--- src/rtl/core/rtmp_pkg.sv ---
// Shared types and command codes for the rational-to-residue block.
// Used by the controller, the datapath and the top level.
package rtmp_pkg;

    localparam int WordW = 64;

    // datapath command codes
    typedef logic [3:0] dp_cmd_t;
    localparam dp_cmd_t CMD_NOP      = 4'd0;
    localparam dp_cmd_t CMD_CAPTURE  = 4'd1;
    localparam dp_cmd_t CMD_LOAD_NUM = 4'd2;
    localparam dp_cmd_t CMD_DIV_STEP = 4'd3;
    localparam dp_cmd_t CMD_NUM_FIX  = 4'd4;
    localparam dp_cmd_t CMD_EUC_INIT = 4'd5;
    localparam dp_cmd_t CMD_EUC_STEP = 4'd6;
    localparam dp_cmd_t CMD_MUL_INIT = 4'd7;
    localparam dp_cmd_t CMD_MUL_DBL  = 4'd8;
    localparam dp_cmd_t CMD_MUL_ADD  = 4'd9;
    localparam dp_cmd_t CMD_OUT_ZERO = 4'd10;
    localparam dp_cmd_t CMD_OUT_NRES = 4'd11;
    localparam dp_cmd_t CMD_OUT_ACC  = 4'd12;

    // datapath status toward the controller
    typedef struct packed {
        logic frac;
        logic den_neg;
        logic p_small;
        logic cnt_last;
        logic b_zero;
        logic a_one;
    } dp_status_t;

endpackage

--- src/rtl/core/rtmp_datapath.sv ---
// Datapath: operand capture, bit-serial modulo, shift-subtract extended
// Euclid and shift-add modular multiply. Depends on rtmp_pkg.
module rtmp_datapath (
    input  logic                  aclk,
    input  logic                  aresetn,
    input  logic                  cfg_wr_en,
    input  logic [63:0]           cfg_wr_data,
    input  logic [127:0]          in_data,
    input  logic [1:0]            in_user,
    input  rtmp_pkg::dp_cmd_t     cmd,
    output rtmp_pkg::dp_status_t  status,
    output logic [63:0]           residue
);
    import rtmp_pkg::*;

    logic [63:0] prime_reg;
    logic [63:0] num_reg, den_reg;
    logic        frac_reg, uns_reg;
    logic [63:0] rem_reg, sh_reg;
    logic [5:0]  cnt_reg;
    logic [63:0] nres_reg, a_reg, b_reg, t0_reg, t1_reg, bs_reg, ts_reg, acc_reg, res_reg;

    logic [64:0] pw;
    logic        neg_num;
    logic [64:0] div_sh;
    logic [63:0] div_next;
    logic [64:0] bs2, ts2, acc2, accsum;
    logic        grow;
    logic [63:0] ts_dbl, acc_dbl, acc_add, t_sub, t_mod, nfix;

    // hold the modulus; software writes it while idle
    always_ff @(posedge aclk) begin
        if (!aresetn) begin
            prime_reg <= 64'd2;
        end else if (cfg_wr_en) begin
            prime_reg <= cfg_wr_data;
        end
    end

    assign pw      = {1'b0, prime_reg};
    assign neg_num = ~uns_reg & num_reg[63];

    // one restoring division bit
    assign div_sh   = {rem_reg, sh_reg[63]};
    assign div_next = (div_sh >= pw) ? 64'(div_sh - pw) : div_sh[63:0];

    assign nfix = (neg_num && rem_reg != 64'd0) ? prime_reg - rem_reg : rem_reg;

    // Euclid helpers: shifted divisor and its cofactor doubled mod p
    assign bs2    = {bs_reg, 1'b0};
    assign grow   = bs2 <= {1'b0, a_reg};
    assign ts2    = {ts_reg, 1'b0};
    assign ts_dbl = (ts2 >= pw) ? 64'(ts2 - pw) : ts2[63:0];
    assign t_sub  = t0_reg - ts_reg;
    assign t_mod  = (t0_reg < ts_reg) ? t_sub + prime_reg : t_sub;

    // multiply helpers
    assign acc2    = {acc_reg, 1'b0};
    assign acc_dbl = (acc2 >= pw) ? 64'(acc2 - pw) : acc2[63:0];
    assign accsum  = {1'b0, acc_reg} + {1'b0, nres_reg};
    assign acc_add = (accsum >= pw) ? 64'(accsum - pw) : accsum[63:0];

    // run the commanded operation
    always_ff @(posedge aclk) begin
        case (cmd)
            CMD_CAPTURE: begin
                num_reg  <= in_data[63:0];
                den_reg  <= in_data[127:64];
                frac_reg <= in_user[0];
                uns_reg  <= in_user[1];
            end
            CMD_LOAD_NUM: begin
                rem_reg <= 64'd0;
                sh_reg  <= neg_num ? 64'd0 - num_reg : num_reg;
                cnt_reg <= 6'd0;
            end
            CMD_DIV_STEP: begin
                rem_reg <= div_next;
                sh_reg  <= {sh_reg[62:0], 1'b0};
                cnt_reg <= cnt_reg + 6'd1;
            end
            CMD_NUM_FIX: begin
                nres_reg <= nfix;
                rem_reg  <= 64'd0;
                sh_reg   <= den_reg;
                cnt_reg  <= 6'd0;
            end
            CMD_EUC_INIT: begin
                a_reg  <= prime_reg;
                b_reg  <= rem_reg;
                t0_reg <= 64'd0;
                t1_reg <= 64'd1;
                bs_reg <= rem_reg;
                ts_reg <= 64'd1;
            end
            CMD_EUC_STEP: begin
                if (b_reg != 64'd0) begin
                    if (a_reg < b_reg) begin
                        a_reg  <= b_reg;
                        b_reg  <= a_reg;
                        t0_reg <= t1_reg;
                        t1_reg <= t0_reg;
                        bs_reg <= a_reg;
                        ts_reg <= t0_reg;
                    end else if (grow) begin
                        bs_reg <= bs2[63:0];
                        ts_reg <= ts_dbl;
                    end else begin
                        a_reg  <= a_reg - bs_reg;
                        t0_reg <= t_mod;
                        bs_reg <= b_reg;
                        ts_reg <= t1_reg;
                    end
                end
            end
            CMD_MUL_INIT: begin
                acc_reg <= 64'd0;
                sh_reg  <= t0_reg;
                cnt_reg <= 6'd0;
            end
            CMD_MUL_DBL: begin
                acc_reg <= acc_dbl;
            end
            CMD_MUL_ADD: begin
                if (sh_reg[63]) begin
                    acc_reg <= acc_add;
                end
                sh_reg  <= {sh_reg[62:0], 1'b0};
                cnt_reg <= cnt_reg + 6'd1;
            end
            CMD_OUT_ZERO: res_reg <= 64'd0;
            CMD_OUT_NRES: res_reg <= nres_reg;
            CMD_OUT_ACC:  res_reg <= acc_reg;
            default: begin
            end
        endcase
    end

    assign status.frac     = frac_reg;
    assign status.den_neg  = frac_reg & ~uns_reg & den_reg[63];
    assign status.p_small  = prime_reg < 64'd2;
    assign status.cnt_last = cnt_reg == 6'd63;
    assign status.b_zero   = b_reg == 64'd0;
    assign status.a_one    = a_reg == 64'd1;
    assign residue         = res_reg;

endmodule

--- src/rtl/core/rtmp_ctrl.sv ---
// Controller: sequences the datapath per item and owns the result handshake.
// Depends on rtmp_pkg.
module rtmp_ctrl (
    input  logic                  aclk,
    input  logic                  aresetn,
    input  logic                  s_tvalid,
    output logic                  s_tready,
    output logic                  m_tvalid,
    input  logic                  m_tready,
    output logic [1:0]            m_tuser,
    output rtmp_pkg::dp_cmd_t     cmd,
    input  rtmp_pkg::dp_status_t  status
);
    import rtmp_pkg::*;

    localparam logic [3:0] ST_IDLE  = 4'd0;
    localparam logic [3:0] ST_CHECK = 4'd1;
    localparam logic [3:0] ST_NDIV  = 4'd2;
    localparam logic [3:0] ST_NFIX  = 4'd3;
    localparam logic [3:0] ST_DDIV  = 4'd4;
    localparam logic [3:0] ST_EINIT = 4'd5;
    localparam logic [3:0] ST_EUC   = 4'd6;
    localparam logic [3:0] ST_MINIT = 4'd7;
    localparam logic [3:0] ST_MDBL  = 4'd8;
    localparam logic [3:0] ST_MADD  = 4'd9;
    localparam logic [3:0] ST_OUT   = 4'd10;

    logic [3:0]    state_reg, state_next;
    dp_cmd_t       sel_reg, sel_next;
    logic [1:0]    flag_reg, flag_next;
    logic          mvalid_reg, mvalid_next;
    logic [1:0]    muser_reg, muser_next;
    logic          out_free;

    assign out_free = ~mvalid_reg | m_tready;
    assign s_tready = state_reg == ST_IDLE;

    // step the sequence
    always_comb begin
        state_next  = state_reg;
        sel_next    = sel_reg;
        flag_next   = flag_reg;
        mvalid_next = mvalid_reg & ~m_tready;
        muser_next  = muser_reg;
        cmd         = CMD_NOP;
        case (state_reg)
            ST_IDLE: begin
                if (s_tvalid) begin
                    cmd        = CMD_CAPTURE;
                    state_next = ST_CHECK;
                end
            end
            ST_CHECK: begin
                if (status.den_neg) begin
                    sel_next   = CMD_OUT_ZERO;
                    flag_next  = 2'b01;
                    state_next = ST_OUT;
                end else if (status.p_small) begin
                    sel_next   = CMD_OUT_ZERO;
                    flag_next  = {status.frac, 1'b0};
                    state_next = ST_OUT;
                end else begin
                    cmd        = CMD_LOAD_NUM;
                    state_next = ST_NDIV;
                end
            end
            ST_NDIV: begin
                cmd = CMD_DIV_STEP;
                if (status.cnt_last) begin
                    state_next = ST_NFIX;
                end
            end
            ST_NFIX: begin
                cmd = CMD_NUM_FIX;
                if (status.frac) begin
                    state_next = ST_DDIV;
                end else begin
                    sel_next   = CMD_OUT_NRES;
                    flag_next  = 2'b00;
                    state_next = ST_OUT;
                end
            end
            ST_DDIV: begin
                cmd = CMD_DIV_STEP;
                if (status.cnt_last) begin
                    state_next = ST_EINIT;
                end
            end
            ST_EINIT: begin
                cmd        = CMD_EUC_INIT;
                state_next = ST_EUC;
            end
            ST_EUC: begin
                if (!status.b_zero) begin
                    cmd = CMD_EUC_STEP;
                end else if (status.a_one) begin
                    state_next = ST_MINIT;
                end else begin
                    sel_next   = CMD_OUT_NRES;
                    flag_next  = 2'b10;
                    state_next = ST_OUT;
                end
            end
            ST_MINIT: begin
                cmd        = CMD_MUL_INIT;
                state_next = ST_MDBL;
            end
            ST_MDBL: begin
                cmd        = CMD_MUL_DBL;
                state_next = ST_MADD;
            end
            ST_MADD: begin
                cmd = CMD_MUL_ADD;
                if (status.cnt_last) begin
                    sel_next   = CMD_OUT_ACC;
                    flag_next  = 2'b00;
                    state_next = ST_OUT;
                end else begin
                    state_next = ST_MDBL;
                end
            end
            ST_OUT: begin
                // load the output register once the previous beat is gone
                if (out_free) begin
                    cmd         = sel_reg;
                    mvalid_next = 1'b1;
                    muser_next  = flag_reg;
                    state_next  = ST_IDLE;
                end
            end
            default: state_next = ST_IDLE;
        endcase
    end

    always_ff @(posedge aclk) begin
        if (!aresetn) begin
            state_reg  <= ST_IDLE;
            mvalid_reg <= 1'b0;
        end else begin
            state_reg  <= state_next;
            mvalid_reg <= mvalid_next;
        end
        sel_reg   <= sel_next;
        flag_reg  <= flag_next;
        muser_reg <= muser_next;
    end

    assign m_tvalid = mvalid_reg;
    assign m_tuser  = muser_reg;

endmodule

--- src/rtl/core/rational_to_residue_mod_prime_top.sv ---
// Top level of the rational-to-residue block: controller plus datapath.
// Depends on rtmp_pkg, rtmp_ctrl and rtmp_datapath.
//
// Usage:
//   Write the modulus p through cfg_wr_en/cfg_wr_data while idle (reset
//   value 2). Send one beat per number on the s_ channel; each gives one
//   result beat on the m_ channel with the residue and two error flags.
//   Integers take a bit-serial reduction of the numerator. A
//   fraction adds a second bit-serial reduction, an extended Euclid pass
//   of shifts, swaps and subtracts, and a shift-add multiply. A negative
//   signed denominator or a modulus below two finishes early, with no
//   reduction. The shared shift/subtract datapath does all of this work;
//   one item is in work at a time.
//   Reset clears the controller and the output valid and sets p to 2.
//   A stalled receiver holds the result beat; the block meanwhile accepts
//   and works on the next item, then waits to deliver it.
module rational_to_residue_mod_prime_top (
    input  logic         aclk,
    input  logic         aresetn,
    input  logic         cfg_wr_en,
    input  logic [63:0]  cfg_wr_data,
    input  logic         s_tvalid,
    output logic         s_tready,
    input  logic [127:0] s_tdata,   // [63:0] numerator, [127:64] denominator
    input  logic [1:0]   s_tuser,   // [0] has_denominator, [1] unsigned_mode
    output logic         m_tvalid,
    input  logic         m_tready,
    output logic [63:0]  m_tdata,   // [63:0] residue
    output logic [1:0]   m_tuser    // [0] negative_denominator, [1] noninvertible
);
    import rtmp_pkg::*;

    dp_cmd_t    cmd;
    dp_status_t status;

    rtmp_ctrl u_ctrl (
        .aclk     (aclk),
        .aresetn  (aresetn),
        .s_tvalid (s_tvalid),
        .s_tready (s_tready),
        .m_tvalid (m_tvalid),
        .m_tready (m_tready),
        .m_tuser  (m_tuser),
        .cmd      (cmd),
        .status   (status)
    );

    rtmp_datapath u_dp (
        .aclk        (aclk),
        .aresetn     (aresetn),
        .cfg_wr_en   (cfg_wr_en),
        .cfg_wr_data (cfg_wr_data),
        .in_data     (s_tdata),
        .in_user     (s_tuser),
        .cmd         (cmd),
        .status      (status),
        .residue     (m_tdata)
    );

endmodule

--- config.mk ---
export PLATFORM = sky130hd
export DESIGN_NAME = rational_to_residue_mod_prime_top
export DESIGN_NICKNAME = d
export VERILOG_FILES = /design/src/rtl/core/rtmp_pkg.sv /design/src/rtl/core/rtmp_datapath.sv /design/src/rtl/core/rtmp_ctrl.sv /design/src/rtl/core/rational_to_residue_mod_prime_top.sv
export SDC_FILE = /design/constraint.sdc
export NUM_CORES = 2
export LEC_CHECK = 0
export ABC_CLOCK_PERIOD_IN_PS = 16300
export BUFFER_PORTS_ARGS = -buffer_cell sky130_fd_sc_hd__buf_4
export CORE_UTILIZATION = 44
export DETAILED_ROUTE_END_ITERATION = 8
export PLACE_DENSITY = 0.65
export SLEW_MARGIN = 20
export SYNTH_ARGS = -nofsm -noshare
export SYNTH_HDL_FRONTEND = slang
export SYNTH_SLANG_ARGS = --single-unit
export TNS_END_PERCENT = 30
--- constraint.sdc ---
create_clock -name aclk -period 16.3 [get_ports aclk]
set_input_delay 3.26 -clock aclk [delete_from_list [all_inputs] [get_ports aclk]]
set_output_delay 3.26 -clock aclk [all_outputs]
set_load 0.05 [all_outputs]
==> run_results.csv <==
group,metric,value,unit
place,dpl_cell_area,82330,sq um
final_layout,seqCellArea,26820,sq um
logic_synthesis,ys_warn_count,0,
outcome,outcome,"complete, but fails checks",
global_routing,antenna_found_initial,10,
logic_synthesis,synth_nets,9836,
critical_path,cp-start-kind,"flip-flop",
critical_path,slowest_delay,0.70,ns
logic_synthesis,synth-edff-count,847,
logic_synthesis,synth_cell_types,92,
place,dp_cells,11160,
critical_path,rr_worst_depth,28,
final_layout,area_delta_synth_final,10.17,%
timing,fmax,0.1267,GHz
critical_path,r2r-start,"u_dp.acc_reg[0]$_DFFE_PP_",
power_and_ir_drop,power.leakage,36.73,nW
critical_path,reg2reg_to,"u_dp.acc_reg[2]$_DFFE_PP_",
route,wirelength,286300,microns
outcome,violations,"DRC",
clock_network,cts.repair.resized,0,
logic_synthesis,async_flop_share,0,
power_and_ir_drop,p_per_area,112.8,nW/um^2
logic_synthesis,synth_ff_type,"edfxtp_1",
floorplanning,floorplan.rows,154,
place,io_buffers,266,
timing,setup_violations,0,
critical_path,end_kind,"flip-flop",
critical_path,critical_path_peak_fanout,73,
route,drtIter0Drc,7863,
logic_synthesis,syn_area,78240,sq um
power_and_ir_drop,ir_drop,130.2,uV
clock_network,clk_pin_slew,0.06,ns
critical_path,cp.arrival,8.39,ns
clock_network,cts_max_level,3,
final_layout,postLayoutCellArea,86200,sq um
timing,fin_skew,0.04052,ns
timing,final-hold-violation-count,0,
timing,timing_worst_slew_pin_value,1.339,ns
route,antenna_left,0,
floorplanning,core,176300,sq um
power_and_ir_drop,finalPower,0.009724,W
critical_path,path_depth,28,
critical_path,critical_path_class,"reg2reg",
timing,rsz0062_at_grt,"no",
global_routing,grt_first_pass_wirelength,420700,microns
timing,slew_headroom,0.09879,
run,maxCapViolCount,0,
floorplanning,start_util,0.4438,
critical_path,required,16.80,ns
clock_network,worstSkewPairLatency,0.81,ns
min_path,holdPathEnd,"u_ctrl.m_tuser[0]$_DFFE_PP_",
floorplanning,dieArea,179500,sq um
logic_synthesis,yosysSeqAreaShare,0.3427,
place,hpwl,221200,microns
route,routedWlPerCell,25.16,microns
route,first_pass_iters,9,
logic_synthesis,ys_ff_latch,916,
min_path,worstHoldPathType,"reg2reg",
logic_synthesis,avgSynthCellArea,8.764,sq um
final_layout,fin_nets,9844,
critical_path,cp_slowest_cell,"buf_4",
clock_network,post_cts_buffers,0,
clock_network,cts_hold_buf,0,
final_layout,multi_input_area,47860,sq um
route,vias,70930,
global_routing,grtUsageTotal,0.3076,
route,drc_errors,18,
critical_path,cp_top_family,"compound AO/OA/AOI/OAI gates",
global_routing,grt_pass1_vias,66690,
final_layout,fillerInstances,16780,
place,gp_congestion,0.9976,
timing,final-max-slew-violation-count,0,
floorplanning,ios,267,
clock_network,clkSinkCount,916,
critical_path,cp_num_buf_inv,2,
final_layout,drive_gt1_frac,0.07219,
timing,period_needed,7.892,ns
timing,period_share,0.4842,
timing,setup-tns-final,0,ns
clock_network,cts_root_buf,"clkbuf_16",
clock_network,cts_tree,"done",
global_routing,grt-ovfl-total,0,
clock_network,cts_made_buffers,113,
logic_synthesis,synthCells,8927,
critical_path,ff2ff_setup_slack,8.41,ns
min_path,hold_path_depth,0,
critical_path,cpMostUsedCell,"a21oi_1",
global_routing,grt_max_degree,167,
final_layout,instances_no_fill,11380,
clock_network,cts_buffer_depth,3,
route,vias_per_cell,6.235,
min_path,min_from,"u_ctrl.flag_reg[0]$_DFFE_PP_",
floorplanning,die_w,423.7,microns
floorplanning,die_h,423.7,microns
[per-layer routing]
layer / GRT usage / vias up / part of all wire
met5: 0 / - / 0
met4: 0.1375 / 0 / 0.051
met3: 0.04133 / 480 / 0.083
met2: 0.4775 / 3196 / 0.44
met1: 0.4250 / 33980 / 0.43
li1: - / 33280 / -
[cell usage in the layout, fill, tap and decap left out, drive strengths merged, types with 67 or more instances in the layout]
cell type / count
a21oi: 917
edfxtp: 847
nand2: 729
o21ai: 716
ha: 701
nor2: 612
inv: 538
a21o: 446
buf: 359
xnor2: 348
mux2i: 252
xor2: 249
nand4: 182
nor2b: 159
clkbuf: 142
nand3: 134
o211ai: 127
nor3: 105
nor4: 97
and2: 92
o21bai: 90
a31oi: 89
nand2b: 88
a211oi: 79
o22ai: 71
dfxtp: 69
and3: 67
a22o: 67
[how the worst max path moves through the flow]
stage                                     startpoint                         end
after floorplan             u_dp.a_reg[25]$_DFFE_PP_     u_dp.a_reg[0]$_DFFE_PP_
final                      u_dp.acc_reg[0]$_DFFE_PP_   u_dp.acc_reg[2]$_DFFE_PP_
after global routing      u_dp.acc_reg[12]$_DFFE_PP_   u_dp.acc_reg[2]$_DFFE_PP_
after global placement     u_dp.acc_reg[0]$_DFFE_PP_  u_dp.acc_reg[10]$_DFFE_PP_
after CTS                  u_dp.acc_reg[0]$_DFFE_PP_  u_dp.acc_reg[12]$_DFFE_PP_
after detailed placement                    m_tready    u_dp.sh_reg[0]$_DFFE_PP_
[cells by family after synthesis]
logic type                 after synthesis  synth area share
AOI/OAI and AO/OA                     3082            0.2498
xor gates and xnor gates               597           0.06683
adders and majority gates              710            0.1144
and+or+nand+nor                       2373            0.1447
muxes                                  254           0.03253
buffers and inverters                  995           0.04895
DFF                                    916            0.3427
[synthesized netlist by cell type, drive strengths merged (60+ instances only)]
| master | count | area [sq um] |
|---|---|---|
| a211oi | 79 | 593.1 |
| a21o | 446 | 3348 |
| a21oi | 917 | 4593 |
| a222oi | 64 | 640.6 |
| a22o | 67 | 586.8 |
| a31oi | 89 | 556.8 |
| and2 | 92 | 575.6 |
| and3 | 67 | 419.2 |
| clkbuf | 408 | 1533 |
| dfxtp | 69 | 1381 |
| edfxtp | 847 | 25430 |
| ha | 701 | 8771 |
| inv | 528 | 1982 |
| mux2i | 252 | 2522 |
| nand2 | 729 | 2736 |
| nand2b | 88 | 550.5 |
| nand3 | 134 | 670.6 |
| nand4 | 182 | 1139 |
| nor2 | 612 | 2297 |
| nor2b | 159 | 994.7 |
| nor3 | 105 | 540.5 |
| nor4 | 97 | 613.1 |
| o211ai | 127 | 958.4 |
| o21a | 60 | 450.4 |
| o21ai | 716 | 3583 |
| o21bai | 90 | 675.7 |
| o22ai | 71 | 444.2 |
| xnor2 | 348 | 3048 |
| xor2 | 249 | 2181 |
[final cells by class]
| cell class | count | share of cell area |
|---|---|---|
| well taps | 2340 | 0.03397 |
| clock buffers | 142 | 0.03759 |
| diodes | 4 | 0.0001161 |
| repair buffers | 359 | 0.03185 |
| multi-input cells | 7016 | 0.5553 |
| clock inverters | 70 | 0.007040 |
| flip-flops and latches | 916 | 0.3111 |
| inverters | 529 | 0.02309 |
[where the power goes]
group / total [W] / internal, W / switching (W)
clock: 0.00266 / 0.00150 / 0.00116
sequential: 0.00338 / 0.00304 / 0.000338
combinational: 0.00369 / 0.00142 / 0.00227
[stage by stage]
step / utilization / hold WS, ns / setup WS, ns
after global placement: 0.4668 / 0.4071 / 8.606
final: 0.4889 / 0.4187 / 8.408
after global routing: 0.4889 / 0.4306 / 7.914
after CTS: 0.4888 / 0.4201 / 8.575
after detailed placement: 0.4670 / 0.4063 / 8.562
after floorplan: - / 0.4003 / 6.737
No activity file was read; power rests on OpenSTA's default activity.
